$ cat src/rtl/ssbac_pkg.sv
// Shared types and constants for the shared serial bus access controller.
// No dependencies; used by every module under rtl/.
`default_nettype none

package ssbac_pkg;

  // bus modes
  localparam logic [2:0] MODE_CONNECTING = 3'd0;
  localparam logic [2:0] MODE_IDLE       = 3'd1;
  localparam logic [2:0] MODE_RECEIVING  = 3'd2;
  localparam logic [2:0] MODE_SENDING    = 3'd3;
  localparam logic [2:0] MODE_COLLISION  = 3'd4;
  localparam logic [2:0] MODE_FAIRWAIT   = 3'd5;

  // request codes
  localparam logic [2:0] FUNC_POLL    = 3'd0;
  localparam logic [2:0] FUNC_RX_BYTE = 3'd1;
  localparam logic [2:0] FUNC_START   = 3'd2;
  localparam logic [2:0] FUNC_TX_BYTE = 3'd3;
  localparam logic [2:0] FUNC_PREWAIT = 3'd4;
  localparam logic [2:0] FUNC_INIT    = 3'd5;

  // events
  localparam logic [2:0] EV_NONE       = 3'd0;
  localparam logic [2:0] EV_RX_START   = 3'd1;
  localparam logic [2:0] EV_RX_END     = 3'd2;
  localparam logic [2:0] EV_TX_START   = 3'd3;
  localparam logic [2:0] EV_TX_END     = 3'd4;
  localparam logic [2:0] EV_COLL_START = 3'd5;
  localparam logic [2:0] EV_COLL_END   = 3'd6;

  // byte kinds
  localparam logic [1:0] KIND_NONE = 2'd0;
  localparam logic [1:0] KIND_RX   = 2'd1;
  localparam logic [1:0] KIND_TX   = 2'd2;

  // replies
  localparam logic [1:0] REPLY_OK          = 2'd0;
  localparam logic [1:0] REPLY_BUSY        = 2'd1;
  localparam logic [1:0] REPLY_ECHO_PEND   = 2'd2;
  localparam logic [1:0] REPLY_NOT_SENDING = 2'd3;

  // configuration register indexes
  localparam logic [2:0] CFG_BYTE_TIME   = 3'd0;
  localparam logic [2:0] CFG_PKT_TIMEOUT = 3'd1;
  localparam logic [2:0] CFG_FW_EXTRA    = 3'd2;
  localparam logic [2:0] CFG_ECHO_EN     = 3'd3;
  localparam logic [2:0] CFG_DROP_COLL   = 3'd4;

  localparam logic [15:0] BYTE_TIME_RST   = 16'd1041;
  localparam logic [7:0]  PKT_TIMEOUT_RST = 8'd3;

  localparam logic [8:0] NOTHING_PENDING = 9'h1FF;

  localparam int MAX_RES    = 3;
  localparam int FIFO_DEPTH = 4;
  localparam int FIFO_AW    = 2;

  // all results caused by one request
  typedef struct packed {
    logic [1:0]                cnt;   // 1 .. MAX_RES
    logic [MAX_RES-1:0][2:0]   ev;
    logic [MAX_RES-1:0][1:0]   kind;
    logic [MAX_RES-1:0][8:0]   val;
    logic [1:0]                reply;
    logic [2:0]                mode;
  } ssbac_entry_t;

  typedef struct packed {
    logic full;
    logic empty;
  } ssbac_fifo_stat_t;

endpackage

`default_nettype wire

$ cat src/rtl/shared_serial_bus_access_control_top.sv
// Top level of the shared serial bus access controller.
// Depends on ssbac_pkg, ssbac_front, ssbac_fifo, ssbac_back.
`default_nettype none

// Media access control for a single-wire shared bus where each station hears
// its own transmissions. Each input transfer is one timed request (poll,
// received byte, start send, transmit byte, prewait, init) carrying the
// current 32-bit time; it produces one to three result transfers (events,
// delivered or transmitted bytes), the last marked by tlast, all carrying the
// reply code and the bus mode after the request. The front end decides a
// request in the cycle it is accepted (timeout is byte_time times a
// multiplier compared against wrapped elapsed time), so a new request can be
// accepted every cycle while the queue is not full. Its result list goes into
// a four-entry queue; the back end drains it through an output register at
// one result per cycle unless m_axis_tready holds it. Sustained rate (output
// ready): one request per cycle when each yields one result; a request
// yielding several results occupies the output one result at a time, and
// input is held off only once the queue is full. Config writes are always
// accepted (cfg_ready_o is high) and must only happen while no request is in
// flight; unknown indexes are ignored.
module shared_serial_bus_access_control_top
  import ssbac_pkg::*;
(
  input  wire logic        clk_i,
  input  wire logic        rst_ni,
  // configuration write channel
  input  wire logic        cfg_valid_i,
  output      logic        cfg_ready_o,
  input  wire logic [2:0]  cfg_index_i,
  input  wire logic [15:0] cfg_data_i,
  // request stream
  input  wire logic        s_axis_tvalid,
  output      logic        s_axis_tready,
  input  wire logic [47:0] s_axis_tdata,  // now[31:0], value[40:32], rand_pick[42:41]
  input  wire logic [2:0]  s_axis_tuser,  // func[2:0]
  // result stream
  output      logic        m_axis_tvalid,
  input  wire logic        m_axis_tready,
  output      logic [23:0] m_axis_tdata,  // event_res[2:0], byte_value[11:3],
                                          // reply[13:12], bus_state[16:14]
  output      logic [1:0]  m_axis_tuser,  // byte_kind[1:0]
  output      logic        m_axis_tlast   // last
);

  ssbac_entry_t     push_entry;
  ssbac_entry_t     head;
  ssbac_fifo_stat_t fifo_stat;
  logic             push;
  logic             pop;

  logic [2:0] out_ev;
  logic [8:0] out_val;
  logic [1:0] out_reply;
  logic [2:0] out_mode;

  assign cfg_ready_o = 1'b1;

  ssbac_front u_front (
    .clk_i        (clk_i),
    .rst_ni       (rst_ni),
    .cfg_valid_i  (cfg_valid_i),
    .cfg_index_i  (cfg_index_i),
    .cfg_data_i   (cfg_data_i),
    .item_valid_i (s_axis_tvalid),
    .item_ready_o (s_axis_tready),
    .item_func_i  (s_axis_tuser),
    .item_now_i   (s_axis_tdata[31:0]),
    .item_value_i (s_axis_tdata[40:32]),
    .item_rand_i  (s_axis_tdata[42:41]),
    .stat_i       (fifo_stat),
    .push_o       (push),
    .entry_o      (push_entry)
  );

  ssbac_fifo u_fifo (
    .clk_i   (clk_i),
    .rst_ni  (rst_ni),
    .push_i  (push),
    .entry_i (push_entry),
    .pop_i   (pop),
    .head_o  (head),
    .stat_o  (fifo_stat)
  );

  ssbac_back u_back (
    .clk_i       (clk_i),
    .rst_ni      (rst_ni),
    .head_i      (head),
    .stat_i      (fifo_stat),
    .pop_o       (pop),
    .out_valid_o (m_axis_tvalid),
    .out_ready_i (m_axis_tready),
    .out_ev_o    (out_ev),
    .out_kind_o  (m_axis_tuser),
    .out_val_o   (out_val),
    .out_reply_o (out_reply),
    .out_mode_o  (out_mode),
    .out_last_o  (m_axis_tlast)
  );

  assign m_axis_tdata = {7'd0, out_mode, out_reply, out_val, out_ev};

  // an accepted request is visible in the queue on the next cycle
  a_push_lands : assert property (@(posedge clk_i) disable iff (!rst_ni)
    push |=> !fifo_stat.empty)
    else $error("accepted request not queued");

  // queue never pushed while full
  a_no_overflow : assert property (@(posedge clk_i) disable iff (!rst_ni)
    fifo_stat.full |-> !push)
    else $error("queue overflow");

  // a transmitted byte only comes with an ok reply
  a_tx_ok : assert property (@(posedge clk_i) disable iff (!rst_ni)
    (m_axis_tvalid && m_axis_tuser == KIND_TX) |-> out_reply == REPLY_OK)
    else $error("transmit byte with error reply");

  // pop only at the last result of a list
  a_pop_last : assert property (@(posedge clk_i) disable iff (!rst_ni)
    pop |=> m_axis_tlast)
    else $error("queue entry dropped before its last result");

endmodule

`default_nettype wire

$ cat src/rtl/ssbac_front.sv
// Front end: config registers, bus mode state machine, result list build.
// Depends on ssbac_pkg.
`default_nettype none

module ssbac_front
  import ssbac_pkg::*;
(
  input  wire logic         clk_i,
  input  wire logic         rst_ni,
  input  wire logic         cfg_valid_i,
  input  wire logic [2:0]   cfg_index_i,
  input  wire logic [15:0]  cfg_data_i,
  input  wire logic         item_valid_i,
  output      logic         item_ready_o,
  input  wire logic [2:0]   item_func_i,
  input  wire logic [31:0]  item_now_i,
  input  wire logic [8:0]   item_value_i,
  input  wire logic [1:0]   item_rand_i,
  input  wire ssbac_fifo_stat_t stat_i,
  output      logic         push_o,
  output      ssbac_entry_t entry_o
);

  logic [15:0] byte_time_q;
  logic [7:0]  pkt_to_q;
  logic [1:0]  fw_extra_q;
  logic        echo_en_q;
  logic        drop_coll_q;

  logic [2:0]  mode_q, mode_d;
  logic [31:0] last_act_q, last_act_d;
  logic [8:0]  echo_q, echo_d;

  logic [7:0]  mul;
  logic [23:0] limit;
  logic [31:0] elapsed;
  logic        timed_out;
  logic [2:0]  fw_base;
  logic [1:0]  rnd_mod;
  logic [2:0]  fw_rx;
  logic        accept;

  assign item_ready_o = !stat_i.full;
  assign accept       = item_valid_i && item_ready_o;
  assign push_o       = accept;

  assign mul       = (mode_q == MODE_FAIRWAIT) ? echo_q[7:0] : pkt_to_q;
  assign limit     = {8'd0, byte_time_q} * {16'd0, mul};
  assign elapsed   = item_now_i - last_act_q;
  assign timed_out = elapsed >= {8'd0, limit};
  assign fw_base   = {1'b0, fw_extra_q} + 3'd1;
  assign rnd_mod   = (item_rand_i == 2'd3) ? 2'd0 : item_rand_i;
  assign fw_rx     = fw_base + {1'b0, rnd_mod};

  always_comb begin
    logic [1:0] n;
    n          = 2'd0;
    mode_d     = mode_q;
    last_act_d = last_act_q;
    echo_d     = echo_q;
    entry_o    = '0;
    entry_o.reply = REPLY_OK;
    case (item_func_i)
      FUNC_POLL: begin
        if (mode_q != MODE_IDLE && timed_out) begin
          case (mode_q)
            MODE_FAIRWAIT: begin
              mode_d     = MODE_IDLE;
              last_act_d = item_now_i;
            end
            MODE_RECEIVING: begin
              echo_d       = {6'd0, fw_rx};
              mode_d       = MODE_FAIRWAIT;
              last_act_d   = item_now_i;
              entry_o.ev[n] = EV_RX_END;
              n            = n + 2'd1;
            end
            MODE_SENDING: begin
              echo_d       = {6'd0, fw_base};
              mode_d       = MODE_FAIRWAIT;
              last_act_d   = item_now_i;
              entry_o.ev[n] = EV_TX_END;
              n            = n + 2'd1;
            end
            MODE_COLLISION: begin
              echo_d       = {6'd0, fw_base};
              mode_d       = MODE_FAIRWAIT;
              last_act_d   = item_now_i;
              entry_o.ev[n] = EV_COLL_END;
              n            = n + 2'd1;
            end
            default: begin
              mode_d = MODE_IDLE;   // connecting: line found quiet
            end
          endcase
        end
      end
      FUNC_RX_BYTE: begin
        if (mode_q == MODE_SENDING || mode_q == MODE_COLLISION) begin
          // own echo expected
          if (echo_en_q) begin
            if (item_value_i[8] || echo_q != item_value_i) begin
              mode_d = MODE_COLLISION;
              if (mode_q != MODE_COLLISION) begin
                entry_o.ev[n] = EV_COLL_START;
                n = n + 2'd1;
              end
              if (mode_q == MODE_SENDING) begin
                entry_o.ev[n] = EV_TX_END;
                n = n + 2'd1;
              end
              if (!drop_coll_q) begin
                entry_o.kind[n] = KIND_RX;
                entry_o.val[n]  = item_value_i;
                n = n + 2'd1;
              end
            end else begin
              echo_d = NOTHING_PENDING;
            end
          end
          last_act_d = item_now_i;
        end else begin
          if (mode_q == MODE_IDLE || mode_q == MODE_FAIRWAIT) begin
            mode_d        = MODE_RECEIVING;
            last_act_d    = item_now_i;
            entry_o.ev[n] = EV_RX_START;
            n             = n + 2'd1;
          end else if (mode_q == MODE_RECEIVING) begin
            last_act_d = item_now_i;
          end
          entry_o.kind[n] = KIND_RX;
          entry_o.val[n]  = item_value_i;
          n = n + 2'd1;
        end
      end
      FUNC_START: begin
        if (mode_q != MODE_IDLE) begin
          entry_o.reply = REPLY_BUSY;
        end else begin
          mode_d        = MODE_SENDING;
          last_act_d    = item_now_i;
          echo_d        = NOTHING_PENDING;
          entry_o.ev[n] = EV_TX_START;
          n             = n + 2'd1;
        end
      end
      FUNC_TX_BYTE: begin
        if (echo_en_q && mode_q != MODE_SENDING) begin
          entry_o.reply = REPLY_NOT_SENDING;
        end else if (echo_en_q && echo_q != NOTHING_PENDING) begin
          entry_o.reply = REPLY_ECHO_PEND;
        end else begin
          echo_d          = {1'b0, item_value_i[7:0]};
          entry_o.kind[n] = KIND_TX;
          entry_o.val[n]  = {1'b0, item_value_i[7:0]};
          n = n + 2'd1;
        end
      end
      FUNC_PREWAIT: begin
        if (mode_q == MODE_IDLE || mode_q == MODE_FAIRWAIT) begin
          echo_d = {1'b0, item_value_i[7:0]};
          mode_d = MODE_FAIRWAIT;
        end
      end
      FUNC_INIT: begin
        mode_d     = MODE_CONNECTING;
        last_act_d = item_now_i;
      end
      default: begin
      end
    endcase
    // no action still yields one empty result (slot 0 is all zero)
    if (n == 2'd0) begin
      n = 2'd1;
    end
    entry_o.cnt  = n;
    entry_o.mode = mode_d;
  end

  always_ff @(posedge clk_i or negedge rst_ni) begin
    if (!rst_ni) begin
      byte_time_q <= BYTE_TIME_RST;
      pkt_to_q    <= PKT_TIMEOUT_RST;
      fw_extra_q  <= 2'd0;
      echo_en_q   <= 1'b1;
      drop_coll_q <= 1'b0;
    end else if (cfg_valid_i) begin
      case (cfg_index_i)
        CFG_BYTE_TIME:   byte_time_q <= cfg_data_i;
        CFG_PKT_TIMEOUT: pkt_to_q    <= cfg_data_i[7:0];
        CFG_FW_EXTRA:    fw_extra_q  <= cfg_data_i[1:0];
        CFG_ECHO_EN:     echo_en_q   <= cfg_data_i[0];
        CFG_DROP_COLL:   drop_coll_q <= cfg_data_i[0];
        default: begin
        end
      endcase
    end
  end

  always_ff @(posedge clk_i or negedge rst_ni) begin
    if (!rst_ni) begin
      mode_q     <= MODE_CONNECTING;
      last_act_q <= 32'd0;
      echo_q     <= NOTHING_PENDING;
    end else if (accept) begin
      mode_q     <= mode_d;
      last_act_q <= last_act_d;
      echo_q     <= echo_d;
    end
  end

endmodule

`default_nettype wire

$ cat src/rtl/ssbac_fifo.sv
// Small queue of per-request result lists between front and back end.
// Depends on ssbac_pkg.
`default_nettype none

module ssbac_fifo
  import ssbac_pkg::*;
(
  input  wire logic         clk_i,
  input  wire logic         rst_ni,
  input  wire logic         push_i,
  input  wire ssbac_entry_t entry_i,
  input  wire logic         pop_i,
  output      ssbac_entry_t head_o,
  output      ssbac_fifo_stat_t stat_o
);

  ssbac_entry_t         mem_q [FIFO_DEPTH];
  logic [FIFO_AW-1:0]   wr_ptr_q, rd_ptr_q;
  logic [FIFO_AW:0]     count_q;

  assign head_o       = mem_q[rd_ptr_q];
  assign stat_o.full  = count_q == (FIFO_AW+1)'(FIFO_DEPTH);
  assign stat_o.empty = count_q == '0;

  always_ff @(posedge clk_i) begin
    if (push_i) begin
      mem_q[wr_ptr_q] <= entry_i;
    end
  end

  always_ff @(posedge clk_i or negedge rst_ni) begin
    if (!rst_ni) begin
      wr_ptr_q <= '0;
      rd_ptr_q <= '0;
      count_q  <= '0;
    end else begin
      if (push_i) begin
        wr_ptr_q <= wr_ptr_q + FIFO_AW'(1);
      end
      if (pop_i) begin
        rd_ptr_q <= rd_ptr_q + FIFO_AW'(1);
      end
      case ({push_i, pop_i})
        2'b10:   count_q <= count_q + (FIFO_AW+1)'(1);
        2'b01:   count_q <= count_q - (FIFO_AW+1)'(1);
        default: count_q <= count_q;
      endcase
    end
  end

endmodule

`default_nettype wire

$ cat src/rtl/ssbac_back.sv
// Back end: walks the result list at the queue head, one result per cycle
// unless out_ready_i holds it, into the output register. Depends on ssbac_pkg.
`default_nettype none

module ssbac_back
  import ssbac_pkg::*;
(
  input  wire logic         clk_i,
  input  wire logic         rst_ni,
  input  wire ssbac_entry_t head_i,
  input  wire ssbac_fifo_stat_t stat_i,
  output      logic         pop_o,
  output      logic         out_valid_o,
  input  wire logic         out_ready_i,
  output      logic [2:0]   out_ev_o,
  output      logic [1:0]   out_kind_o,
  output      logic [8:0]   out_val_o,
  output      logic [1:0]   out_reply_o,
  output      logic [2:0]   out_mode_o,
  output      logic         out_last_o
);

  logic [1:0] slot_q;
  logic       valid_q;
  logic       load;
  logic       last_slot;

  assign load      = !stat_i.empty && (!valid_q || out_ready_i);
  assign last_slot = slot_q == (head_i.cnt - 2'd1);
  assign pop_o     = load && last_slot;

  assign out_valid_o = valid_q;

  always_ff @(posedge clk_i or negedge rst_ni) begin
    if (!rst_ni) begin
      valid_q <= 1'b0;
      slot_q  <= 2'd0;
    end else begin
      if (load) begin
        valid_q <= 1'b1;
        slot_q  <= last_slot ? 2'd0 : slot_q + 2'd1;
      end else if (out_ready_i) begin
        valid_q <= 1'b0;
      end
    end
  end

  always_ff @(posedge clk_i) begin
    if (load) begin
      out_ev_o    <= head_i.ev[slot_q];
      out_kind_o  <= head_i.kind[slot_q];
      out_val_o   <= head_i.val[slot_q];
      out_reply_o <= head_i.reply;
      out_mode_o  <= head_i.mode;
      out_last_o  <= last_slot;
    end
  end

endmodule

`default_nettype wire
$ cat config.mk
export PLATFORM = sky130hd
export DESIGN_NAME = shared_serial_bus_access_control_top
export DESIGN_NICKNAME = d
export VERILOG_FILES = /design/src/rtl/ssbac_pkg.sv /design/src/rtl/shared_serial_bus_access_control_top.sv /design/src/rtl/ssbac_front.sv /design/src/rtl/ssbac_fifo.sv /design/src/rtl/ssbac_back.sv
export SDC_FILE = /design/constraint.sdc
export NUM_CORES = 1
export LEC_CHECK = 0
export BUFFER_PORTS_ARGS = -buffer_cell sky130_fd_sc_hd__buf_2
export CELL_PAD_IN_SITES_DETAIL_PLACEMENT = 1
export CELL_PAD_IN_SITES_GLOBAL_PLACEMENT = 2
export CORE_MARGIN = 4
export CORE_UTILIZATION = 43
export CTS_CLUSTER_DIAMETER = 100
export DETAILED_ROUTE_END_ITERATION = 6
export PLACE_DENSITY = 0.84
export SLEW_MARGIN = 15
export SYNTH_ARGS = -nofsm -noshare
export SYNTH_HDL_FRONTEND = slang
export SYNTH_SLANG_ARGS = --single-unit
$ cat constraint.sdc
create_clock -name clk_i -period 11.74 [get_ports clk_i]
set_clock_uncertainty 0.2 [all_clocks]
set_input_delay 0.587 -clock clk_i [delete_from_list [all_inputs] [get_ports clk_i]]
set_output_delay 0.587 -clock clk_i [all_outputs]
set_load 0.01 [all_outputs]
==> results.py <==
metrics = {
    "run_status": {
        "outcome": "finished, final reports clean",
    },
    "sta": {
        "tightest_slew_ns": 1.13,
        "setup_viol_count_final": 0,
        "slew_violations": 0,
        "max_freq_mhz": 94.2,
        "relSlewSlack": 0.239,
        "min_period_ns": 10.62,
        "finalCritPeriodShare": 0.905,
        "setup-tns-final_ns": 0,
        "rsz0062_at_grt": "false",
        "final-hold-violation-count": 0,
    },
    "clock_network": {
        "htreeDepth": 1,
        "cts_resized": 0,
        "cts_root_buf": "clkbuf_16",
        "clock_latency_ns": 0.58,
        "cts_tree": "done",
        "clockBufferDepth": 3,
        "cts_sinks": 270,
        "cts_buffers": 29,
        "clk_pin_slew_worst_paths_ns": 0.06,
    },
    "worst_setup_path": {
        "reg2reg_depth": 32,
        "r2r_end": "u_front.last_act_q[22]$_DFFE_PN0P_",
        "arrival_ns": 10.89,
        "crit_type": "reg2reg",
        "crit_top_cell": "fa_1",
        "start_kind": "register",
        "r2r_slack_ns": 1.12,
        "crit_required_ns": 12.01,
        "slowest_stage": "a2111oi_0",
        "crit_family": "adder cells",
        "cpPeakStageDelay_ns": 0.63,
        "critPathBufInv": 5,
        "crit_fanout": 32,
        "rr_startpoint": "u_front.mode_q[0]$_DFFE_PN0P_",
        "cp-end-kind": "register",
    },
    "synth": {
        "yosysMostFrequentCell": "edfxtp_1",
        "synth_top_area_frac": 0.320,
        "synthSimpleGateAreaFrac": 0.114,
        "synth.top_cells.by_area": "edfxtp_1, fa_1, dfrtp_1, ha_1, mux4_2",
        "syn_area_sq_um": 17600,
        "yosys-top-cells-count": "edfxtp_1, inv_1, ha_1",
        "yosys-mux-area-fraction": 0.110,
        "synth_compound_area_frac": 0.0826,
        "yosysWarnings": 0,
        "synth.distinct_cells": 80,
        "synth_top_area_cell": "edfxtp_1",
        "synthAdderAreaFrac": 0.175,
        "synth-edff-count": 188,
        "synth_xor_xnor_area_share": 0.0298,
        "yosysSeqAreaShare": 0.437,
        "synth_seq_cells": 270,
        "syn_inst": 1469,
        "synth_top_family_by_area": "adder cells",
        "synth_flop_cell": "edfxtp_1",
        "avgSynthCellArea_sq_um": 12.0,
        "async_flop_share": 0.304,
    },
    "detailed_routing": {
        "routed_wl_um": 42300,
        "viasPerCell": 5.42,
        "final_antenna_net_count": 0,
        "drt_iter0_markers": 479,
        "drt_first_pass_iters": 5,
        "drc": 0,
        "vias": 11469,
        "wl_per_cell_um": 20.0,
    },
    "global_route": {
        "grt.overflow.total": 0,
        "grt_max_degree": 48,
        "grt_pass1_vias": 12718,
        "track_usage": 0.193,
        "antenna_found_initial": 0,
        "grt_pass1_wl_um": 69100,
    },
    "finish": {
        "diodes": 0,
        "syn_to_final_growth_pct": 11.6,
        "design_area_sq_um": 19700,
        "multi_input_area_sq_um": 9070,
        "layout-drive-gt1-share": 0.175,
        "nets": 1838,
        "fill_cells": 4289,
        "seq_area_sq_um": 7720,
        "fin_cells": 2116,
    },
    "die": {
        "num_rows": 73,
        "core_area_sq_um": 40200,
        "die_x_um": 211,
        "io_pins": 105,
        "dieArea_sq_um": 44300,
        "start_util": 0.439,
        "die_height_um": 211,
    },
    "hold_path": {
        "hold_depth": 2,
        "min-delay-start": "m_axis_tready",
        "worstHoldEndpoint": "u_back.out_valid_o$_DFFE_PN0P_",
        "hp-class": "in2reg",
    },
    "placement": {
        "port_buffers": 91,
        "postPlaceCellArea_sq_um": 18700,
        "dp_cells": 2058,
        "routabilityCongestion": 0.814,
        "hpwlAfterDp_um": 31000,
    },
    "flow_run": {
        "maxCapViolCount": 0,
    },
}
-- per-stage QoR --
stage          hold WS (ns)  utilization  worst slack (ns)
2_1_floorplan        0.0914            -              2.64
5_1_grt             0.00680        0.490             0.212
3_5_place_dp          0.282        0.465              1.05
4_1_cts             0.00148        0.490              1.02
6_report             0.0299        0.490              1.12
3_3_place_gp          0.273        0.465              1.19
-- sequential cells by signal, indices dropped and copies added (netlist names) --
name / count
u_back.out_ev_o: 3
u_back.out_kind_o: 2
u_back.out_last_o: 1
u_back.out_mode_o: 3
u_back.out_reply_o: 2
u_back.out_val_o: 9
u_back.out_valid_o: 1
u_back.slot_q: 2
u_fifo.count_q: 3
u_fifo.mem_q: 168
u_fifo.rd_ptr_q: 2
u_fifo.wr_ptr_q: 2
u_front.byte_time_q: 16
u_front.drop_coll_q: 1
u_front.echo_en_q: 1
u_front.echo_q: 9
u_front.fw_extra_q: 2
u_front.last_act_q: 32
u_front.mode_q: 3
u_front.pkt_to_q: 8
-- routing by layer --
| metal | global-route usage | share of wire |
|---|---|---|
| met2 | 0.371 | 0.56 |
| met5 | 0 | 0 |
| met1 | 0.234 | 0.40 |
| met4 | 0.0322 | 0.014 |
| met3 | 0.0262 | 0.034 |
-- cell usage in the layout (no fill, tap or decap), types with 17 or more instances in the layout --
master     instances
inv_1            174
edfxtp_1         188
mux2_2            41
o21ai_0           34
nand2b_1          17
xor2_1            30
and2_1            91
xnor2_1           30
mux4_2            42
fa_1              87
nand2_1           76
a21oi_1           55
ha_1             108
buf_2             90
mux2_1            21
nor2_1            53
buf_4             20
mux2i_1           23
dfrtp_1           66
clkbuf_16         29
a21o_1            23
nor2b_1           55
-- what timing repair did --
action,CTS,global route
setup buffers,0,0
hold buffers,4,0
endpoints found under the hold margin,24,0
-- worst reg2reg max path: cells and delay by family (launching register included) --
family	cells	cell delay (ns)
DFF	1	0.51
muxes	2	1.01
xor gates and xnor gates	1	0.20
AOI/OAI and AO/OA	8	2.19
adders and majority gates	6	2.76
buffers and inverters	5	0.97
and+or+nand+nor	10	2.67
-- area by class of cell --
class | instances | share of cell area
inverters | 175 | 0.0334
repair buffers | 114 | 0.0326
clock buffers | 34 | 0.0378
flip-flops and latches | 270 | 0.392
clock inverters | 20 | 0.00992
multi-input cells | 978 | 0.461
well taps | 525 | 0.0334
-- cell families after synthesis --
logic type | count (synthesis)
other | 2
adder cells (fa/ha/maj) | 195
multiplexers | 131
AO/OA/AOI/OAI | 214
flip-flops | 270
AND/OR/NAND/NOR | 370
XOR/XNOR | 60
buffers and inverters | 227
-- worst max-delay path by stage --
stage / startpoint / end / slack (ns) / depth (start not counted)
2_1_floorplan: u_front.mode_q[0]$_DFFE_PN0P_ / u_front.last_act_q[21]$_DFFE_PN0P_ / 2.64 / 36
5_1_grt: u_front.mode_q[0]$_DFFE_PN0P_ / u_front.last_act_q[2]$_DFFE_PN0P_ / 0.21 / 32
6_report: u_front.mode_q[0]$_DFFE_PN0P_ / u_front.last_act_q[22]$_DFFE_PN0P_ / 1.12 / 32
4_1_cts: u_front.mode_q[0]$_DFFE_PN0P_ / u_front.last_act_q[0]$_DFFE_PN0P_ / 1.02 / 32
3_3_place_gp: u_front.mode_q[0]$_DFFE_PN0P_ / u_front.last_act_q[24]$_DFFE_PN0P_ / 1.19 / 33
3_5_place_dp: u_front.mode_q[0]$_DFFE_PN0P_ / u_front.last_act_q[8]$_DFFE_PN0P_ / 1.05 / 32
Power is left out: the tool's default activity adds up to more than one toggle a clock period on the data nets, which glitch-free logic cannot reach.
